==> config.mk <==
export PLATFORM = sky130hd
export DESIGN_NAME = akd_quant
export DESIGN_NICKNAME = d
export VERILOG_FILES = /design/src/rtl/akd_pkg.sv /design/src/rtl/akd_quant.sv
export SDC_FILE = /design/constraint.sdc
export NUM_CORES = 1
export LEC_CHECK = 0
export BUFFER_PORTS_ARGS = -buffer_cell sky130_fd_sc_hd__buf_2
export CORE_MARGIN = 2
export CORE_UTILIZATION = 50
export DETAILED_ROUTE_END_ITERATION = 10
export HOLD_SLACK_MARGIN = 0.02
export PLACE_DENSITY_LB_ADDON = 0.12
export SYNTH_ARGS = -nofsm -noshare
export SYNTH_HDL_FRONTEND = slang
export SYNTH_SLANG_ARGS = --single-unit
export TNS_END_PERCENT = 10
==> constraint.sdc <==
create_clock -name clk_i -period 9.6 [get_ports clk_i]
set_input_delay 1.44 -clock clk_i [delete_from_list [all_inputs] [get_ports clk_i]]
set_output_delay 1.44 -clock clk_i [all_outputs]
set_load 0.005 [all_outputs]
==> src/rtl/akd_pkg.sv <==
// Shared types and constants for the Atkinson error-diffusion dither unit.
package akd_pkg;

  localparam int unsigned DefMaxWidth = 256;
  localparam int unsigned SampleW     = 8;
  localparam int unsigned ErrW        = 5;
  localparam int unsigned RowW        = 12;
  localparam int unsigned ColumnW     = 8;
  localparam int unsigned WidthRegW   = 9;
  localparam int unsigned CfgIdxW     = 1;
  localparam int unsigned CfgDataW    = 12;
  localparam int unsigned InDataW     = 8;
  localparam int unsigned OutDataW    = 24;
  localparam int unsigned OutPadW     = OutDataW - RowW - ColumnW - 1;

  localparam logic [WidthRegW-1:0] WidthReset  = 9'd200;
  localparam logic [RowW-1:0]      HeightReset = 12'd1;
  localparam logic [SampleW-1:0]   WhiteLevel  = 8'd255;

  typedef enum logic [CfgIdxW-1:0] {
    CfgImageWidth  = 1'b0,
    CfgImageHeight = 1'b1
  } cfg_reg_e;

  // One stored entry per pixel: its quantization error and whether it spreads right.
  typedef struct packed {
    logic                   gate;
    logic signed [ErrW-1:0] err;
  } err_word_t;

  // Per-pixel control that travels from the raster counters to the error stage.
  typedef struct packed {
    logic last;  // final pixel of the image
    logic ok0;   // row above holds column x
    logic ok1;   // row above holds column x+1
    logic ok2;   // row two above holds column x
    logic f1;    // x >= 1
    logic f2;    // x >= 2
    logic g1;    // x+1 inside the row width
    logic g2;    // x+2 inside the row width
  } pix_flags_t;

endpackage

==> src/rtl/akd_quant.sv <==
// Error summing, clamp, threshold and error split, with the in-row neighbor registers.
module akd_quant (
  input  logic                          clk_i,
  input  logic                          adv_i,
  input  logic [akd_pkg::SampleW-1:0]   sample_i,
  input  akd_pkg::pix_flags_t           flags_i,
  input  akd_pkg::err_word_t            rd_a_i,
  input  akd_pkg::err_word_t            rd_b_i,
  output logic                          white_o,
  output akd_pkg::err_word_t            wdata_o
);

  localparam int unsigned SumW = 11;

  logic signed [akd_pkg::ErrW-1:0] right1_q, right2_q, right2d_q, left_q;
  akd_pkg::err_word_t              hold_q, first_q, cur_down;

  logic signed [akd_pkg::ErrW-1:0] e_up2, e_up, e_upl, e_upr, e_r1, e_r2, err;
  logic signed [SumW-1:0]          sum_s;
  logic [akd_pkg::SampleW-1:0]     val;
  logic signed [akd_pkg::SampleW:0] diff;
  logic [akd_pkg::SampleW-1:0]     mag;
  logic [3:0]                      q;

  // Row above at column x: prefetched by the previous pixel, or the saved row head.
  assign cur_down = flags_i.f1 ? hold_q : first_q;

  assign e_up2 = flags_i.ok2 ? rd_a_i.err : '0;
  assign e_up  = flags_i.ok0 ? cur_down.err : '0;
  assign e_upr = flags_i.ok1 ? rd_b_i.err : '0;
  assign e_upl = flags_i.f1 ? left_q : '0;
  assign e_r1  = flags_i.f1 ? right1_q : '0;
  assign e_r2  = flags_i.f2 ? right2d_q : '0;

  assign sum_s = SumW'($signed({3'b000, sample_i})) + SumW'(e_up2) + SumW'(e_up)
               + SumW'(e_upr) + SumW'(e_upl) + SumW'(e_r1) + SumW'(e_r2);

  always_comb begin
    if (sum_s < 0) begin
      val = '0;
    end else if (sum_s > SumW'($signed({3'b000, akd_pkg::WhiteLevel}))) begin
      val = akd_pkg::WhiteLevel;
    end else begin
      val = sum_s[akd_pkg::SampleW-1:0];
    end
  end

  assign white_o = val[akd_pkg::SampleW-1];

  always_comb begin
    diff = $signed({1'b0, val});
    if (white_o) begin
      diff = $signed({1'b0, val}) - $signed({1'b0, akd_pkg::WhiteLevel});
    end
    mag = diff[akd_pkg::SampleW] ? akd_pkg::SampleW'(-diff) : diff[akd_pkg::SampleW-1:0];
    // Divide by eight, truncated toward zero.
    q   = mag[6:3];
    err = diff[akd_pkg::SampleW] ? -$signed({1'b0, q}) : $signed({1'b0, q});
  end

  assign wdata_o.gate = flags_i.g1;
  assign wdata_o.err  = err;

  always_ff @(posedge clk_i) begin
    if (adv_i) begin
      right1_q  <= flags_i.g1 ? err : '0;
      right2_q  <= flags_i.g2 ? err : '0;
      right2d_q <= right2_q;
      hold_q    <= rd_b_i;
      left_q    <= (flags_i.ok0 && cur_down.gate) ? cur_down.err : '0;
      if (!flags_i.f1) begin
        first_q <= wdata_o;
      end
    end
  end

endmodule

==> summary.md <==
| Metric | Value |
|---|---|
| Status | finished, final reports clean |
| Placed inst area | 3760 µm² |
| Most common cell in the netlist | inv_1 |
| Max-slew headroom | 60.6% |
| Fillers | 547 |
| Synth-to-Final Area Change | 18.6% |
| Peak Freq | 0.109 GHz |
| Crit Path Class | primary input to output pin |
| Crit-path max FO | 10 |
| TritonCTS buffer count | 5 |
| Post-synthesis sequential area ratio | 28.6% |
| Vias | 2,450 |
| Full die area | 7390 µm² |
| Max cap viols | 0 |
| # port buffers | 34 |
| Synth Net Count | 412 |
| Post-synth cell types | 49 |
| CP Launch Type | primary input |
| Placer Congestion | 0.801 |
| DRC Markers | 0 |
| Post-route insts no fill | 463 |
| Synth area leader | edfxtp_1 |
| Via-to-Cell Ratio | 5.29 |
| Finished Cell Area | 3980 µm² |
| Fin nets | 471 |
| Slowest cell on crit path | fa_1 |
| CTS clk-pin slew, worst paths | 0.07 ns |
| Ys async rst share | 0% |
| Remaining Overflow, GRT | 0 |
| Final Core Density | 62.0% |
| Total track usage | 20.1% |
| Number of flops mapped to enable cells by yosys | 32 |
| Boundary Pins | 37 |
| Hold Path Depth | 0 |
| Ant. Diodes | 0 |
| Synth Warn # | 0 |
| Fin. Hold Viols | 0 |
| Clock Skew | 0.00353 ns |
| Tcrit/Tclk final | 96.0% |
| HPWL after DPL | 5.56 mm |
| Initial antenna violation count | 0 |
| Antenna Nets Post-Route | 0 |
| Root buffer cell | clkbuf_8 |
| TritonCTS clock tree | built |
| Worst EP arrival | 7.77 ns |
| Largest net degree at the start of global routing | 28 |
| Share of layout cells above drive strength 1 | 23.6% |
| Synth Instances | 326 |
| Ys flop type | edfxtp_1 |
| Worst min-delay path class | flip-flop to flip-flop |
| FF+latch count, synth | 32 |
| Tmin final | 9.21 ns |
| Post-CTS Hold Buffers | 0 |
| Syn Area/Cell | 10.3 µm² |
| Die H | 86.0 µm |
| Cell Rows | 29 |
| Top area cells in the synthesized netlist | edfxtp_1 (29%), fa_1 (24%), inv_1 (6.8%), ha_1 (6.0%), and2_1 (4.5%) |
| First-pass GRT wire length | 11.6 mm |
| First-iteration detailed-routing DRC count | 98 |
| Max Root-Sink Buffers | 2 |
| H-tree levels | 2 |
| Post-DR wirelength/cell | 14.8 µm |
| CP Data Required Time | 8.16 ns |
| Worst-Margin Slew | 0.586 ns |
| Synth top cells by count | inv_1 (61), fa_1 (40), edfxtp_1 (32) |
| R2R cell count | 29 |
| 1st-pass router iterations | 4 |
| Hold WS | 0.424 ns |
| Vias in the first global route | 2,492 |
| Die width | 86.0 µm |
| Fin. max-slew vios | 0 |
| Core area | 6420 µm² |
| Yosys top cell area share | 28.6% |
| DP Cell Count | 452 |
| Critical Path End Type | output pin |
| Initial core utilization | 52.3% |
| Slowest cell delay on critical path | 0.54 ns |
| Endpoints failing setup | 0 |
| CP dominant cell by count | inv_1 |
| Routed wire length | 6.86 mm |
| Clock sink count | 32 |
| Skew-Pair Late Insertion Delay | 0.29 ns |
| Cell Area, Synth | 3360 µm² |
cell usage in the layout, fill, tap and decap left out, types with 5 or more instances in the layout:
cell      count
clkbuf_8      5
nand3_1       6
a21oi_1       6
buf_4        24
nor3_1        7
nor2b_1       5
and2_1       24
nand2_1      21
inv_1        61
buf_2        33
nor2_1       18
fa_1         39
mux2i_1       5
edfxtp_1     32
ha_1         14
xnor2_1       8
per-layer routing:
metal	track usage [%]	part of all wire [%]
met1	28.6	48
met2	32.4	47
met3	3.18	3.8
met4	4.76	1.0
met5	0	0
logic make-up (layout without fill, tap and decap cells):
logic type / after synthesis / count (layout) / synth area share (%)
AOI/OAI and AO/OA: 49 / 49 / 11.8
xor gates and xnor gates: 14 / 14 / 3.65
adders and majority gates: 56 / 56 / 29.8
buffers and inverters: 67 / 127 / 7.63
DFF: 32 / 32 / 28.6
muxes: 9 / 9 / 2.83
and+or+nand+nor: 99 / 99 / 15.7
final timing paths:
path,start,to,slack [ns]
setup / recovery,flags_i[3],wdata_o[2],0.39
hold / removal,right2_q[2]$_SDFFCE_PN0P_,right2d_q[2]$_DFFE_PP_,0.42
setup reg to reg,first_q[2]$_DFFE_PP_,right2_q[2]$_SDFFCE_PN0P_,2.88
hold reg to reg,right2_q[2]$_SDFFCE_PN0P_,right2d_q[2]$_DFFE_PP_,0.42
area by class of cell:
class	instances	area, µm²	area share [%]
repair buffers	58	365	9.17
multi-input cells	227	2220	55.7
inverters	61	229	5.75
well taps	77	96.3	2.42
clock inverters	3	42.5	1.07
flip-flops and latches	32	961	24.1
clock buffers	5	68.8	1.73
through the flow:
step / TNS [ns] / setup WS (ns)
final: 0 / 0.389
after CTS: 0 / 0.000456
after detailed placement: 0 / 0.0363
after global routing: -0.0122 / -0.0122
after global placement: 0 / 0.0860
after floorplan: 0 / 0.00176
critical path: cells and delay by family:
kind / cells / cell delay [ns]
xor gates and xnor gates: 3 / 0.56
muxes: 1 / 0.35
buffers and inverters: 9 / 0.93
adders and majority gates: 7 / 2.66
and+or+nand+nor: 4 / 0.44
AOI/OAI and AO/OA: 6 / 1.36
registers in the layout, indices dropped and copies added (netlist names):
name,flops
right2_q,5
right2d_q,5
first_q,6
hold_q,6
left_q,5
right1_q,5
repair_timing:
| action | 4_1_cts | 5_1_grt |
|---|---|---|
| endpoints found under the setup margin | 0 | 3 |
| buffers inserted | 0 | 3 |
| gates resized for setup | 0 | 20 |
| endpoints found under the hold margin | 0 | 0 |
Power is not shown: default switching activity piles up to over one toggle a cycle in this logic, so the estimate is an artifact.
