[src/rtl/akd_pkg.sv]
// Shared types and constants for the Atkinson error-diffusion dither unit.
package akd_pkg;

  localparam int unsigned DefMaxWidth = 256;
  localparam int unsigned SampleW     = 8;
  localparam int unsigned ErrW        = 5;
  localparam int unsigned RowW        = 12;
  localparam int unsigned ColumnW     = 8;
  localparam int unsigned WidthRegW   = 9;
  localparam int unsigned CfgIdxW     = 1;
  localparam int unsigned CfgDataW    = 12;
  localparam int unsigned InDataW     = 8;
  localparam int unsigned OutDataW    = 24;
  localparam int unsigned OutPadW     = OutDataW - RowW - ColumnW - 1;

  localparam logic [WidthRegW-1:0] WidthReset  = 9'd200;
  localparam logic [RowW-1:0]      HeightReset = 12'd1;
  localparam logic [SampleW-1:0]   WhiteLevel  = 8'd255;

  typedef enum logic [CfgIdxW-1:0] {
    CfgImageWidth  = 1'b0,
    CfgImageHeight = 1'b1
  } cfg_reg_e;

  // One stored entry per pixel: its quantization error and whether it spreads right.
  typedef struct packed {
    logic                   gate;
    logic signed [ErrW-1:0] err;
  } err_word_t;

  // Per-pixel control that travels from the raster counters to the error stage.
  typedef struct packed {
    logic last;  // final pixel of the image
    logic ok0;   // row above holds column x
    logic ok1;   // row above holds column x+1
    logic ok2;   // row two above holds column x
    logic f1;    // x >= 1
    logic f2;    // x >= 2
    logic g1;    // x+1 inside the row width
    logic g2;    // x+2 inside the row width
  } pix_flags_t;

endpackage

[src/rtl/akd_scan.sv]
// Raster counters, row bookkeeping and error store addressing for each accepted pixel.
module akd_scan #(
  parameter int unsigned MaxWidth = akd_pkg::DefMaxWidth,
  parameter int unsigned XW       = $clog2(MaxWidth),
  parameter int unsigned AddrW    = $clog2(3 * MaxWidth)
) (
  input  logic                               clk_i,
  input  logic                               rst_ni,
  input  logic                               accept_i,
  input  logic [akd_pkg::WidthRegW-1:0]      image_width_i,
  input  logic [akd_pkg::RowW-1:0]           image_height_i,
  output logic [XW-1:0]                      x_o,
  output logic [akd_pkg::RowW-1:0]           y_o,
  output akd_pkg::pix_flags_t                flags_o,
  output logic [AddrW-1:0]                   waddr_o,
  output logic [AddrW-1:0]                   raddr_a_o,
  output logic [AddrW-1:0]                   raddr_b_o
);

  localparam int unsigned CmpW0 = $clog2(MaxWidth + 3);
  localparam int unsigned CmpW  = ((CmpW0 > akd_pkg::WidthRegW) ? CmpW0
                                                                : akd_pkg::WidthRegW) + 1;
  localparam logic [AddrW-1:0] Base1 = AddrW'(MaxWidth);
  localparam logic [AddrW-1:0] Base2 = AddrW'(2 * MaxWidth);

  function automatic logic [AddrW-1:0] bank_base(input logic [1:0] b);
    case (b)
      2'd1:    return Base1;
      2'd2:    return Base2;
      default: return '0;
    endcase
  endfunction

  function automatic logic [1:0] bank_next(input logic [1:0] b);
    return (b == 2'd2) ? 2'd0 : b + 2'd1;
  endfunction

  function automatic logic [1:0] bank_prev(input logic [1:0] b);
    return (b == 2'd0) ? 2'd2 : b - 2'd1;
  endfunction

  logic [XW-1:0]            col_q, col_d;
  logic [akd_pkg::RowW-1:0] row_q, row_d;
  logic                     prev_valid_q, prev_valid_d;
  logic [XW-1:0]            prev_last_q, prev_last_d;
  logic                     prev2_valid_q, prev2_valid_d;
  logic [XW-1:0]            prev2_last_q, prev2_last_d;
  logic [XW-1:0]            cur_last_q;
  logic [1:0]               bank_q, bank_d;

  logic [CmpW-1:0]          w_wide, w_eff, x_w, x1_w, x2_w;
  logic [akd_pkg::RowW-1:0] h_eff;
  logic [XW-1:0]            x, xp;
  logic [akd_pkg::RowW-1:0] y;
  logic                     row_start, last, row_end;

  assign w_wide = CmpW'(image_width_i);
  assign w_eff  = (w_wide == '0) ? CmpW'(1)
                : (w_wide > CmpW'(MaxWidth)) ? CmpW'(MaxWidth) : w_wide;
  assign h_eff  = (image_height_i == '0) ? akd_pkg::RowW'(1) : image_height_i;

  always_comb begin
    x = col_q;
    y = row_q;
    // Wrap to a new row when the width shrank under the column count.
    if (CmpW'(col_q) >= w_eff) begin
      x = '0;
      y = row_q + 1'b1;
    end
    // Restart the image when the height shrank under the row count.
    if (y >= h_eff) begin
      x = '0;
      y = '0;
    end
  end

  assign x_w       = CmpW'(x);
  assign x1_w      = x_w + CmpW'(1);
  assign x2_w      = x_w + CmpW'(2);
  assign row_start = (x == '0);
  assign row_end   = (x1_w == w_eff);
  assign last      = row_end && (({1'b0, y} + 1'b1) == {1'b0, h_eff});
  assign xp        = (x == XW'(MaxWidth - 1)) ? x : x + 1'b1;

  always_comb begin
    prev_valid_d  = prev_valid_q;
    prev_last_d   = prev_last_q;
    prev2_valid_d = prev2_valid_q;
    prev2_last_d  = prev2_last_q;
    bank_d        = bank_q;
    if (row_start) begin
      prev_valid_d  = (y != '0);
      prev_last_d   = cur_last_q;
      prev2_valid_d = (y != '0) && prev_valid_q;
      prev2_last_d  = prev_last_q;
      bank_d        = bank_next(bank_q);
    end
  end

  always_comb begin
    if (last) begin
      col_d = '0;
      row_d = '0;
    end else if (row_end) begin
      col_d = '0;
      row_d = y + 1'b1;
    end else begin
      col_d = XW'(x1_w);
      row_d = y;
    end
  end

  always_ff @(posedge clk_i or negedge rst_ni) begin
    if (!rst_ni) begin
      col_q         <= '0;
      row_q         <= '0;
      prev_valid_q  <= 1'b0;
      prev_last_q   <= '0;
      prev2_valid_q <= 1'b0;
      prev2_last_q  <= '0;
      cur_last_q    <= '0;
      bank_q        <= '0;
    end else if (accept_i) begin
      col_q         <= col_d;
      row_q         <= row_d;
      prev_valid_q  <= prev_valid_d;
      prev_last_q   <= prev_last_d;
      prev2_valid_q <= prev2_valid_d;
      prev2_last_q  <= prev2_last_d;
      cur_last_q    <= x;
      bank_q        <= bank_d;
    end
  end

  assign x_o = x;
  assign y_o = y;

  always_comb begin
    flags_o.last = last;
    flags_o.ok0  = prev_valid_d && (x <= prev_last_d);
    flags_o.ok1  = prev_valid_d && (x1_w <= CmpW'(prev_last_d));
    flags_o.ok2  = prev2_valid_d && (x <= prev2_last_d);
    flags_o.f1   = (x != '0);
    flags_o.f2   = (x_w >= CmpW'(2));
    flags_o.g1   = (x1_w < w_eff);
    flags_o.g2   = (x2_w < w_eff);
  end

  assign waddr_o   = bank_base(bank_d) + AddrW'(x);
  assign raddr_a_o = bank_base(bank_next(bank_d)) + AddrW'(x);
  assign raddr_b_o = bank_base(bank_prev(bank_d)) + AddrW'(xp);

endmodule

[config.mk]
export PLATFORM = sky130hd
export DESIGN_NAME = akd_scan
export DESIGN_NICKNAME = d
export VERILOG_FILES = /design/src/rtl/akd_pkg.sv /design/src/rtl/akd_scan.sv
export SDC_FILE = /design/constraint.sdc
export NUM_CORES = 1
export LEC_CHECK = 0
export ABC_AREA = 1
export ABC_CLOCK_PERIOD_IN_PS = 10900
export BUFFER_PORTS_ARGS = -buffer_cell sky130_fd_sc_hd__buf_2
export CORE_ASPECT_RATIO = 0.7
export CORE_MARGIN = 2
export CORE_UTILIZATION = 45
export DETAILED_ROUTE_END_ITERATION = 12
export PLACE_DENSITY = 0.65
export SLEW_MARGIN = 20
export SYNTH_ARGS = -nofsm -noshare
export SYNTH_HDL_FRONTEND = slang
export SYNTH_SLANG_ARGS = --single-unit
[constraint.sdc]
create_clock -name clk_i -period 10.9 [get_ports clk_i]
set_input_delay 0.545 -clock clk_i [delete_from_list [all_inputs] [get_ports clk_i]]
set_output_delay 0.545 -clock clk_i [all_outputs]
set_load 0.02 [all_outputs]
==> flow_summary.yaml <==
drt:
  drcViolationCount: 0
  avgViaCountPerCell: 5.275
  postRouteWirelength_um: 16110
  dr.first_iter.drc_count: 562
  ant_nets: 0
  wire_per_inst_um: 15.52
  dr.pass1.iters: 5
  vias_after_detailed_routing: 5475
cts:
  clk-insertion-delay-late_ps: 300
  post_cts_resize_count: 0
  cts_buffers: 5
  tritoncts_num_sinks: 48
  cts.hold.buffers_added: 0
  clock_pin_slew_on_the_worst_setup_and_hold_paths_ps: 70
  cts.htree.levels: 2
  clock_path_buffers: 2
  root_buffer: "sky130_fd_sc_hd__clkbuf_16"
  post_cts_repair_timing_setup_buffer_count: 0
  tritoncts: "built"
worst_setup_path:
  worstSetupStartpointType: "input pin"
  reg2reg_depth: 37
  crit-reg2reg-capture: "row_q[1]$_DFFE_PN0P_"
  cell_repeated_most_along_the_worst_path: "sky130_fd_sc_hd__nand2_1"
  crit_path_end_kind: "output port"
  reg2reg_setup_slack_ps: 3820
  critical_path_peak_fanout: 21
  cp_slowest_stage_delay_ps: 640
  critical_path.slowest_cell: "sky130_fd_sc_hd__nand3_1"
  critPathRequiredTime_ps: 10360
  worst_ep_arrival_time_ps: 8370
  timing.rr.start: "col_q[6]$_DFFE_PN0P_"
  setup.worst_path.class: "in2out"
floorplanning:
  std_cell_rows: 34
  ioPinCount: 82
  die-width_um: 139.1
  coreArea_um2: 12460
  initial_core_util_pct: 46.14
  design.die.area_um2: 13710
  floorplan.die.height_um: 98.58
sta:
  report.final.hold_viol_count: 0
  max_clock_freq_mhz: 112.2
  timing_worst_slew_pin_value_ps: 924.1
  slew_headroom_pct: 38.22
  fin_tns_setup_ps: 0
  grt_setup_unrepaired: "no"
  post-route-period-util_pct: 81.79
  setup_viol_count_final: 0
  post-route-min-period_ps: 8915
  fin_skew_ps: 5.376
  maxSlewViolCount: 0
power:
  design_power_total_mw: 1.973
  vdd.ir_drop.worst_mv: 0.4083
  power_density_nw_per_um2: 313.1
  total_leakage_power_nw: 3.496
finish:
  share_of_cells_above_drive_strength_1_pct: 19.06
  antennaDiodeCount: 0
  final_util_pct: 50.55
  multi_input_area_um2: 3890
  layout_commonest_cell: "sky130_fd_sc_hd__nand2_1"
  design.final.nets: 971
  most_used_cells_in_the_layout_excluding_fill_and_tap_cells: "sky130_fd_sc_hd__nand2_1 (210), sky130_fd_sc_hd__inv_1 (100), sky130_fd_sc_hd__buf_2 (81)"
  count_of_filler_cells_inserted_in_the_layout: 1266
  sequential_cell_area_um2: 1201
  flow.area_growth_from_synthesis_pct: 9.573
  post-route-cell-area_um2: 6301
yosys:
  synth_simple_gate_area_share_pct: 36.53
  xor_and_xnor_fraction_of_the_mapped_netlist_area_pct: 3.677
  async_reset_ff_share_pct: 100.0
  ys_seq_elements: 48
  synth_largest_area_cell: "sky130_fd_sc_hd__dfrtp_1"
  synth.top_cells.by_area: "sky130_fd_sc_hd__dfrtp_1 (21%), sky130_fd_sc_hd__ha_1 (16%), sky130_fd_sc_hd__nand2_1 (14%)"
  synth-edff-count: 0
  yosysUniqueCellTypes: 47
  dominant_combinational_cell_family_by_area_after_synthesis: "simple AND/OR/NAND/NOR gates"
  synthAdderAreaFrac_pct: 15.67
  yosys.area.top_type_share_pct: 20.89
  synthCells: 822
  synthesis.nets: 918
  synth-seq-area-share_pct: 20.89
  ys_warn_count: 0
  synth_ff_type: "sky130_fd_sc_hd__dfrtp_1"
  synth_area_per_cell_um2: 6.996
  muxShareOfSynthArea_pct: 1.044
  netlist_area_um2: 5751
  synth_compound_gate_area_share_pct: 10.73
global_route:
  grt_antenna_before_repair: 0
  grt_first_pass_wirelength_um: 26440
  grt_max_degree: 49
  global_route.usage.total_pct: 24.04
  globalRoute.totalOverflow: 0
  grt_pass1_vias: 4858
flow_run:
  cap_viol_max_count: 0
placed_design:
  numPortBuffers: 81
  hpwlAfterDp_um: 13140
  gp_routability_congestion: 0.9398
  detailed_place.area_um2: 6123
outcome:
  outcome: "finished, final reports clean"
worst_hold_path:
  timing.hold.worst.class: "in2async"
==> per-stage QoR <==
| stage | setup WS [ps] | hold WS, ps | cells |
|---|---|---|---|
| finish | 1985 | 335.3 | 1038 |
| detailed placement | 2081 | 469.2 | 1030 |
| CTS | 2061 | 369.3 | 1038 |
| floorplan | 3251 | 249.4 | 822 |
| global placement | 2054 | 465.1 | 1030 |
| global route | 1223 | 410.1 | 1038 |
==> logic make-up (layout without fill, tap and decap cells) <==
kind of cell,Yosys count,in the layout
xor+xnor,21,21
buf+inv,146,200
simple gates,418,418
mux,6,6
fa+ha+maj,72,72
compound gates,111,111
flops,48,48
==> state kept, by name, indices dropped and copies added (netlist names) <==
name and flops:
bank_q 2, col_q 8, cur_last_q 8, prev2_last_q 8, prev2_valid_q 1, prev_last_q 8, prev_valid_q 1, row_q 12
==> report_power, final <==
part	internal, mW	total, mW	switching [mW]
logic	0.491	1.50	1.01
registers	0.236	0.285	0.0491
clock network	0.115	0.189	0.0736
==> metal layers <==
layer | wire length, µm | global-route usage, % | vias up | part of all wire [%]
met4 | 106 | 3.186 | 0 | 0.66
li1 | - | - | 2788 | -
met3 | 1346 | 4.130 | 11 | 8.4
met1 | 8727 | 40.69 | 2466 | 54
met5 | 0 | 0 | - | 0
met2 | 5926 | 31.45 | 210 | 37
==> worst max-delay path by stage <==
| stage | start | to | slack [ps] | depth (start not counted) |
|---|---|---|---|---|
| 2_1_floorplan | image_width_i[6] | flags_o[7] | 3250 | 44 |
| 3_3_place_gp | image_width_i[6] | flags_o[5] | 2050 | 37 |
| 3_5_place_dp | image_width_i[6] | flags_o[5] | 2080 | 37 |
| 4_1_cts | image_width_i[6] | flags_o[5] | 2060 | 37 |
| 5_1_grt | image_width_i[6] | flags_o[7] | 1220 | 38 |
| 6_report | image_width_i[6] | flags_o[5] | 1990 | 40 |
==> worst max-delay path, delay by kind of cell <==
family	cells	cell delay [ps]
compound gates	7	1020
fa+ha+maj	3	950
buf+inv	9	1180
mux	1	440
simple gates	20	4200
==> Yosys cell counts (12+ instances only) <==
library cell,instances
sky130_fd_sc_hd__a21oi_1,24
sky130_fd_sc_hd__buf_4,21
sky130_fd_sc_hd__dfrtp_1,48
sky130_fd_sc_hd__ha_1,72
sky130_fd_sc_hd__inv_1,100
sky130_fd_sc_hd__nand2_1,210
sky130_fd_sc_hd__nand2_2,23
sky130_fd_sc_hd__nand3_1,51
sky130_fd_sc_hd__nor2_1,57
sky130_fd_sc_hd__nor3_1,12
sky130_fd_sc_hd__o21ai_0,47
sky130_fd_sc_hd__o21ai_1,14
sky130_fd_sc_hd__o22ai_1,13
sky130_fd_sc_hd__xor2_1,15
==> final cells by class <==
type,instances,area share [%]
tap,162,3.217
clock buffer,6,2.204
clock inverter,2,0.6156
inverter,109,6.493
timing repair buffer,83,6.672
sequential,48,19.06
multi-input combinational,628,61.74
No activity file was read; power rests on OpenSTA's default activity.
